$ cat src/ftdt_pkg.sv
`default_nettype none

package ftdt_pkg;

  localparam logic [5:0] CH_MINUS = 6'd45;
  localparam logic [5:0] CH_POINT = 6'd46;
  localparam logic [5:0] CH_ZERO  = 6'd48;

  typedef enum logic [2:0] {
    S_IDLE,
    S_CONV,
    S_MINUS,
    S_INT,
    S_POINT,
    S_FRAC
  } state_e;

endpackage

`default_nettype wire

$ cat src/fixed_to_decimal_text_top.sv
// channel  | ports                          | handshake
// ---------+--------------------------------+-----------------------------
// command  | value_i, frac_digits_i         | start_i high while busy_o low
// text     | char_code_o, last_o            | char_valid_o, one cycle each
//
// a number is accepted in idle; its 48 - FRAC_BITS integer bits go through shift-add-3
// binary to bcd, one bit a cycle; then come a minus sign if negative, one beat per bcd
// digit (leading zeros give no beat, the units digit always does), the point, and one
// beat per fractional digit, frac_digits_i clamped to MAX_FRAC_DIGITS
// busy_o stays high from the accepted command until the last beat is out
// reset clears the sequencer; the receiver cannot stall the text channel
`default_nettype none

module fixed_to_decimal_text_top
  import ftdt_pkg::*;
#(
  parameter int FRAC_BITS       = 16,
  parameter int MAX_FRAC_DIGITS = 9
) (
  input  wire logic               clk_i,
  input  wire logic               rst_ni,
  input  wire logic               start_i,
  output logic                    busy_o,
  input  wire logic signed [47:0] value_i,
  input  wire logic        [3:0]  frac_digits_i,
  output logic                    char_valid_o,
  output logic             [5:0]  char_code_o,
  output logic                    last_o
);

  localparam int IW = 48 - FRAC_BITS;
  localparam int ND = (IW * 30103) / 100000 + 1;
  localparam int BW = ND * 4;
  localparam int CW = $clog2(IW + 1);
  localparam int DW = $clog2(MAX_FRAC_DIGITS + 1);

  state_e                 state_q, state_d;
  logic                   neg_q, neg_d;
  logic                   seen_q, seen_d;
  logic [IW-1:0]          ip_q, ip_d;
  logic [BW-1:0]          bcd_q, bcd_d;
  logic [FRAC_BITS-1:0]   frac_q, frac_d;
  logic [DW-1:0]          digs_q, digs_d;
  logic [CW-1:0]          cnt_q, cnt_d;

  logic [47:0]            mag;
  logic [DW-1:0]          digs_in;
  logic [BW-1:0]          adj;
  logic [3:0]             top_dig;
  logic [FRAC_BITS+3:0]   prod;

  always_ff @(posedge clk_i or negedge rst_ni) begin
    if (!rst_ni) begin
      state_q <= S_IDLE;
    end else begin
      state_q <= state_d;
    end
  end

  always_ff @(posedge clk_i) begin
    neg_q  <= neg_d;
    seen_q <= seen_d;
    ip_q   <= ip_d;
    bcd_q  <= bcd_d;
    frac_q <= frac_d;
    digs_q <= digs_d;
    cnt_q  <= cnt_d;
  end

  always_comb begin
    mag = value_i[47] ? (~value_i + 48'd1) : value_i;
    if ({1'b0, frac_digits_i} > 5'(MAX_FRAC_DIGITS)) begin
      digs_in = DW'(MAX_FRAC_DIGITS);
    end else begin
      digs_in = DW'(frac_digits_i);
    end
    for (int j = 0; j < ND; j++) begin
      if (bcd_q[j*4 +: 4] >= 4'd5) begin
        adj[j*4 +: 4] = bcd_q[j*4 +: 4] + 4'd3;
      end else begin
        adj[j*4 +: 4] = bcd_q[j*4 +: 4];
      end
    end
    top_dig = bcd_q[BW-1 -: 4];
    prod = ({4'd0, frac_q} << 3) + ({4'd0, frac_q} << 1);
  end

  always_comb begin
    state_d      = state_q;
    neg_d        = neg_q;
    seen_d       = seen_q;
    ip_d         = ip_q;
    bcd_d        = bcd_q;
    frac_d       = frac_q;
    digs_d       = digs_q;
    cnt_d        = cnt_q;
    busy_o       = (state_q != S_IDLE);
    char_valid_o = 1'b0;
    char_code_o  = CH_ZERO;
    last_o       = 1'b0;
    unique case (state_q)
      S_IDLE: begin
        if (start_i) begin
          neg_d   = value_i[47];
          ip_d    = mag[47:FRAC_BITS];
          frac_d  = mag[FRAC_BITS-1:0];
          digs_d  = digs_in;
          bcd_d   = '0;
          cnt_d   = CW'(IW);
          state_d = S_CONV;
        end
      end
      S_CONV: begin
        bcd_d = {adj[BW-2:0], ip_q[IW-1]};
        ip_d  = ip_q << 1;
        cnt_d = cnt_q - 1'b1;
        if (cnt_q == CW'(1)) begin
          cnt_d   = CW'(ND);
          seen_d  = 1'b0;
          state_d = neg_q ? S_MINUS : S_INT;
        end
      end
      S_MINUS: begin
        char_valid_o = 1'b1;
        char_code_o  = CH_MINUS;
        state_d      = S_INT;
      end
      S_INT: begin
        if (seen_q || (top_dig != 4'd0) || (cnt_q == CW'(1))) begin
          char_valid_o = 1'b1;
          char_code_o  = CH_ZERO + {2'b00, top_dig};
          seen_d       = 1'b1;
        end
        bcd_d = bcd_q << 4;
        cnt_d = cnt_q - 1'b1;
        if (cnt_q == CW'(1)) begin
          state_d = S_POINT;
        end
      end
      S_POINT: begin
        char_valid_o = 1'b1;
        char_code_o  = CH_POINT;
        last_o       = (digs_q == '0);
        cnt_d        = CW'(digs_q);
        state_d      = (digs_q == '0) ? S_IDLE : S_FRAC;
      end
      S_FRAC: begin
        char_valid_o = 1'b1;
        char_code_o  = CH_ZERO + {2'b00, prod[FRAC_BITS+3:FRAC_BITS]};
        last_o       = (cnt_q == CW'(1));
        frac_d       = prod[FRAC_BITS-1:0];
        cnt_d        = cnt_q - 1'b1;
        if (cnt_q == CW'(1)) begin
          state_d = S_IDLE;
        end
      end
      default: begin
        state_d = S_IDLE;
      end
    endcase
  end

endmodule

`default_nettype wire
$ cat config.mk
export PLATFORM = sky130hd
export DESIGN_NAME = fixed_to_decimal_text_top
export DESIGN_NICKNAME = d
export VERILOG_FILES = /design/src/ftdt_pkg.sv /design/src/fixed_to_decimal_text_top.sv
export SDC_FILE = /design/constraint.sdc
export NUM_CORES = 1
export LEC_CHECK = 0
export BUFFER_PORTS_ARGS = -buffer_cell sky130_fd_sc_hd__buf_2
export CORE_MARGIN = 8
export CORE_UTILIZATION = 45
export CTS_CLUSTER_SIZE = 8
export DETAILED_ROUTE_END_ITERATION = 10
export GPL_ROUTABILITY_DRIVEN = 0
export HOLD_SLACK_MARGIN = 0.02
export PLACE_DENSITY = 0.65
export SETUP_SLACK_MARGIN = 0.02
export SLEW_MARGIN = 5
export SYNTH_ARGS = -nofsm -noshare
export SYNTH_HDL_FRONTEND = slang
export SYNTH_SLANG_ARGS = --single-unit
export TNS_END_PERCENT = 1
$ cat constraint.sdc
create_clock -name clk_i -period 3.35 [get_ports clk_i]
set_clock_uncertainty 0.15 [all_clocks]
set_input_delay 0.335 -clock clk_i [delete_from_list [all_inputs] [get_ports clk_i]]
set_output_delay 0.335 -clock clk_i [all_outputs]
set_load 0.02 [all_outputs]
---- Word level (Yosys, flattened, before mapping) ----
Index checks and enable logic that the tools add are counted.
storage, ports and cells
  bits in registers ....................... 103
  bits in latches ......................... 0
  bits in writable memories ............... 0
  bits in read-only memories .............. 0
  output and inout port bits .............. 9
  memories kept ........................... 0
cells by class
  add/sub/neg operators ................... 15
  multiply operators ...................... 0
  div/mod/pow operators ................... 0
  magnitude comparators ................... 11
  equality and inequality tests ........... 11
  shift operators ......................... 0
  multiplexer cells ....................... 35
  bitwise logic cells ..................... 1
  reduce and logical (&&, ||, !) cells .... 20
operator list
  kind                                                                                  count
  40-bit one-hot mux with 3 select lines                                                1
  32-bit one-hot mux with 2 select lines                                                1
  48-bit by 1-bit adder with 48-bit output (second input constant)                      1
  48-bit 2-to-1 mux                                                                     1
  48-bit NOT                                                                            1
  6-bit one-hot mux with 4 select lines                                                 2
  4-bit by 3-bit greater-or-equal comparator with 1-bit output (second input constant)  10
  40-bit 2-to-1 mux                                                                     1
  4-bit by 2-bit adder with 4-bit output (second input constant)                        9
  4-bit 2-to-1 mux                                                                      9
  32-bit 2-to-1 mux                                                                     1
  16-bit one-hot mux with 2 select lines                                                1
  19-bit by 17-bit adder with 20-bit output                                             1
  3-bit 2-to-1 mux                                                                      6
  6-bit 2-to-1 mux                                                                      3
  3-bit one-hot mux with 6 select lines                                                 1
  16-bit 2-to-1 mux                                                                     1
  5-bit by 5-bit adder with 6-bit output (first input constant)                         2
  2-bit != test (second input constant)                                                 5
  2-bit AND reduction                                                                   5
  4-bit nonzero test                                                                    2
  3-bit by 2-bit equality test with 1-bit output (second input constant)                2
  3-bit equality test (second input constant)                                           2
  6-bit by 1-bit equality test with 1-bit output (second input constant)                1
  15 further kinds                                                                      24

---- Depth between registers and ports, before layout ----
  depth after elaboration ................. 5
  mapped depth ............................ 9
  depth with buffers taken out ............ 9

---- Worst setup path after synthesis ----
OpenSTA, ideal clock, no wires.
  kind .................................... register to register
  start point ............................. register state_q[0]
  end point ............................... register bcd_q[0] (enable)
  library setup time ...................... 437 ps
  arrival time ............................ 2598 ps
  path slack .............................. 165 ps
  stages on the path, launching flop included .. 5
  buffers on the path ..................... 2
  clock period less this slack ............ 3185 ps
  cell sequence ........................... dfrtp_1 -> clkbuf_1 -> buf_1 -> a21oi_1 -> nor2_1
on the way
  word-level cells in the longest chain between the ends .. 3
  elaborated cells between the ends (all ways) .. 6
ends and longest elaborated chain
  element                                                                      RTL line                          RTL
  start, declared                                                              fixed_to_decimal_text_top.sv:37   state_e state_q, state_d;
  start signal, assigned                                                       fixed_to_decimal_text_top.sv:56   state_q <= state_d;
  3-bit by 2-bit equality test with 1-bit output (tied with other cells)       fixed_to_decimal_text_top.sv:101  unique case (state_q)
  3-bit nonzero test (no source line) / 2-bit != test (equally long branches)  n/a
  2-bit AND reduction (no source line) *                                       n/a
  end signal, assigned                                                         fixed_to_decimal_text_top.sv:64   bcd_q <= bcd_d;
  end, declared                                                                fixed_to_decimal_text_top.sv:41   logic [BW-1:0] bcd_q, bcd_d;
Every way passes the cells marked *; elsewhere a longest branch is shown, timed or not.
A chain may end at the register's enable or synchronous reset.

---- Final worst setup path ----
  start point ............................. register frac_q[2]
  end point ............................... output port char_code_o[1]
on the way
  word-level cells in the longest chain between the ends .. 3
ends and longest elaborated chain
  element                                    RTL line                          RTL
  start, declared                            fixed_to_decimal_text_top.sv:42   logic [FRAC_BITS-1:0] frac_q, frac_d;
  start signal, assigned                     fixed_to_decimal_text_top.sv:65   frac_q <= frac_d;
  19-bit by 17-bit adder with 20-bit output  fixed_to_decimal_text_top.sv:85   prod = ({4'd0, frac_q} << 3) + ({4'd0, frac_q} << 1);
  5-bit by 5-bit adder with 6-bit output     fixed_to_decimal_text_top.sv:149  char_code_o = CH_ZERO + {2'b00, prod[FRAC_BITS+3:FRAC_BITS]};
  6-bit one-hot mux with 4 select lines      fixed_to_decimal_text_top.sv:101
  end, declared                              fixed_to_decimal_text_top.sv:27   output logic [5:0] char_code_o,
Every way passes these cells.

==> flow_summary.toml <==
[sta]
clock.fmax_ghz = 0.313
setup_viol = 0
maxSlewViolCount = 0
min_period_ns = 3.19
rsz0062_at_grt = "true"
slew_headroom_pct = 58.6
hold_viol = 0
tightest_slew_ns = 0.621
tns_ns = 0
period_share_pct = 95.3

[power_and_ir_drop]
vdd.ir_drop.worst_mv = 0.251
p_comb_share_pct = 22.1
sw_frac_of_total_pct = 28.5
p_switching_mw = 1.06
leakage_nw = 3.17
p_per_area_nw_per_um2 = 459
power.internal_mw = 2.66
share_seq_of_total_power_pct = 48.2
clkPwrFrac_pct = 29.7

[worst_setup_path]
path_max_fanout = 4
worstPathRequired_ns = 2.86
critPathMaxStageDelay_ns = 0.42
critPathTopFamily = "compound AO/OA/AOI/OAI gates"
start_kind = "register"
reg2reg_from = "state_q[1]"
cp_data_arrival_time_ns = 2.71
critPathBufInv = 1
timing.rr.end = "frac_q[15]"
endpoint_kind = "primary output"
worstPathCellList = "ha_1 > nor2b_1 > o2111ai_2 > a21oi_2 > o31a_1 > or3_1 > a32o_1 > buf_2"
r2r_cells = 6
crit_type = "register to primary output"
regToRegSetupSlack_ns = 0.89
crit_slowest_cell = "edfxtp_1"

[logic_synthesis]
yosys-top-cells-area = "edfxtp_1 42%, ha_1 6.6%, o21ai_0 5.8%"
ys_ff_latch = 103
synth.top_cell.area_share_pct = 41.9
synth_ff_type = "edfxtp_1"
synth_cell_type_count = 64
synth-edff-count = 100
synth_most_common_cell = "edfxtp_1"
syn-cell-area_um2 = 7170
synthCells = 781
yosysSeqAreaShare_pct = 42.9
postSynth.asyncResetShare_pct = 2.91
yosys.area.top_type = "edfxtp_1"
yosys_warnings = 0
synth_area_per_cell_um2 = 9.18
synth_commonest_cells = "100 x edfxtp_1, 99 x nand2_1, 83 x o21ai_0"
synth_nets = 875

[placement]
port_buffers = 62
dp_hpwl_mm = 11.4
post-place-cells = 1039

[grt]
grt_pass1_wl_mm = 27.0
use_met1_pct = 22.1
grtUsageMet3_pct = 3.56
antenna_found_initial = 0
grt_overflow = 0
grt_util_all_layers_pct = 16.3
grt.busiest_layer = "met2"
grt_max_degree = 64
grt_pass1_vias = 5717
use_met2_pct = 25.7

[floorplanning]
die_w_um = 142
die_h_um = 142
pin_count = 64
rows = 46
floorplan.initialDensity_pct = 45.6
core_um2 = 15700
die_area_um2 = 20200

[status]
outcome = "complete, no violations"

[final_layout]
finalNetCount = 931
diodes = 0
n_fill_cell = 1471
area_delta_synth_final_pct = 13.0
drive_above_1_share_pct = 13.1
final_cells = 1058

[detailed_routing]
drt_iter0_markers = 381
routed_wirelength_mm = 15.9
drcViolationCount = 0
dr.pass1.iters = 4
ant_nets = 0
vias = 5777
post_drt_wl_per_cell_um = 15.1
via_per_inst = 5.46

[min_path]
hold_end = "digs_q[3]"
hp-start = "frac_digits_i[3]"
hold_path_depth = 1
hold_path.class = "input port to register"

[clock_tree]
cts_htree_levels = 3
cts_buffer_depth = 2
cts_root_buf = "clkbuf_16"
cts.sinks = 103
cts_tree = "built"
clock_latency_ns = 0.35
numCtsBuffers = 9
clkTransAtPathRegs_ns = 0.07

[job]
cap_violations = 0
## how the worst max path moves through the flow
stage	from	to	slack, ns	depth (start not counted)
floorplan	state_q[0]	bcd_q[0]	0.16	4
global placement	value_i[10]	ip_q[26]	0.42	7
detailed placement	value_i[10]	ip_q[26]	0.38	7
CTS	frac_q[0]	char_code_o[1]	0.03	10
global route	frac_q[3]	char_code_o[0]	0.007	8
finish	frac_q[2]	char_code_o[1]	0.16	8
## registers in the layout (all words and copies together), names as in the netlist
signal	cells
seen_q	1
frac_q	16
digs_q	4
cnt_q	6
bcd_q	40
neg_q	1
state_q	3
ip_q	32
## worst reg2reg max path, cell delays in order, from the launching register on
cell and delay, ns:
dfrtp_1 0.53, inv_1 0.25, nand2_1 0.24, nor2_1 0.53, or3_1 0.19, and2_1 0.16
o311ai_0 0.14
## area by class of cell
class	count	area [um^2]	area share (%)
inverters	38	143	1.76
clock inverters	6	75.1	0.927
well taps	216	270	3.34
repair buffers	78	445	5.50
flip-flops and latches	103	3080	38.0
multi-input cells	607	3860	47.7
clock buffers	10	229	2.83
## kinds of logic after synthesis
| logic type | share of synthesized area [%] |
|---|---|
| compound gates | 19.5 |
| mux | 0.576 |
| other cells | 0.0523 |
| flops | 42.9 |
| simple gates | 17.2 |
| fa+ha+maj | 6.91 |
| xor+xnor | 9.04 |
| buf+inv | 3.77 |
## repair_timing
item                                   CTS  global route
setup endpoints to repair                0             2
endpoints found under the hold margin    3             0
gates resized for setup                  0             6
setup buffers                            0             2
hold buffers                             1             0
## placed cells by master, fill, tap and decap left out, types with 6 or more instances in the layout
cell type / count
buf_4: 14
xor2_1: 46
edfxtp_1: 100
nor2_1: 64
nor3b_1: 9
a21oi_1: 66
nand2b_1: 16
nand2_1: 98
nor2b_1: 7
nand3_1: 11
o41ai_1: 13
ha_1: 36
inv_1: 38
xnor2_1: 28
clkbuf_16: 9
o32ai_1: 7
nor3_1: 9
o21ai_0: 83
buf_2: 62
or3_1: 9
o31ai_1: 20
nor4_1: 6
## metal layers
layer,vias up,routed length [um]
met5,-,0
met4,0,157
met3,10,608
met2,105,7290
met1,2710,7880
li1,2952,-
## through the flow
step | utilization (%) | cell area [um^2] | worst slack (ns) | power [mW] | hold slack, ns
5_1_grt | 51.6 | 8100 | 0.00698 | 3.93 | 0.0347
2_1_floorplan | - | 7170 | 0.165 | 2.43 | -0.111
6_report | 51.6 | 8100 | 0.156 | 3.72 | 0.0487
3_5_place_dp | 49.3 | 7750 | 0.385 | 2.64 | -0.0153
4_1_cts | 51.3 | 8060 | 0.0288 | 3.75 | 0.0343
3_3_place_gp | 49.3 | 7750 | 0.421 | 2.62 | -0.0146
## power by group through the flow
stage,Combinational (mW),Clock [mW],Sequential [mW]
finish,0.823,1.10,1.79
global route,0.954,1.16,1.82
CTS,0.830,1.13,1.79
detailed placement,0.821,0,1.82
global placement,0.803,0,1.82
floorplan,0.659,0,1.77
Note: power is estimated with default switching activity, not from simulation.
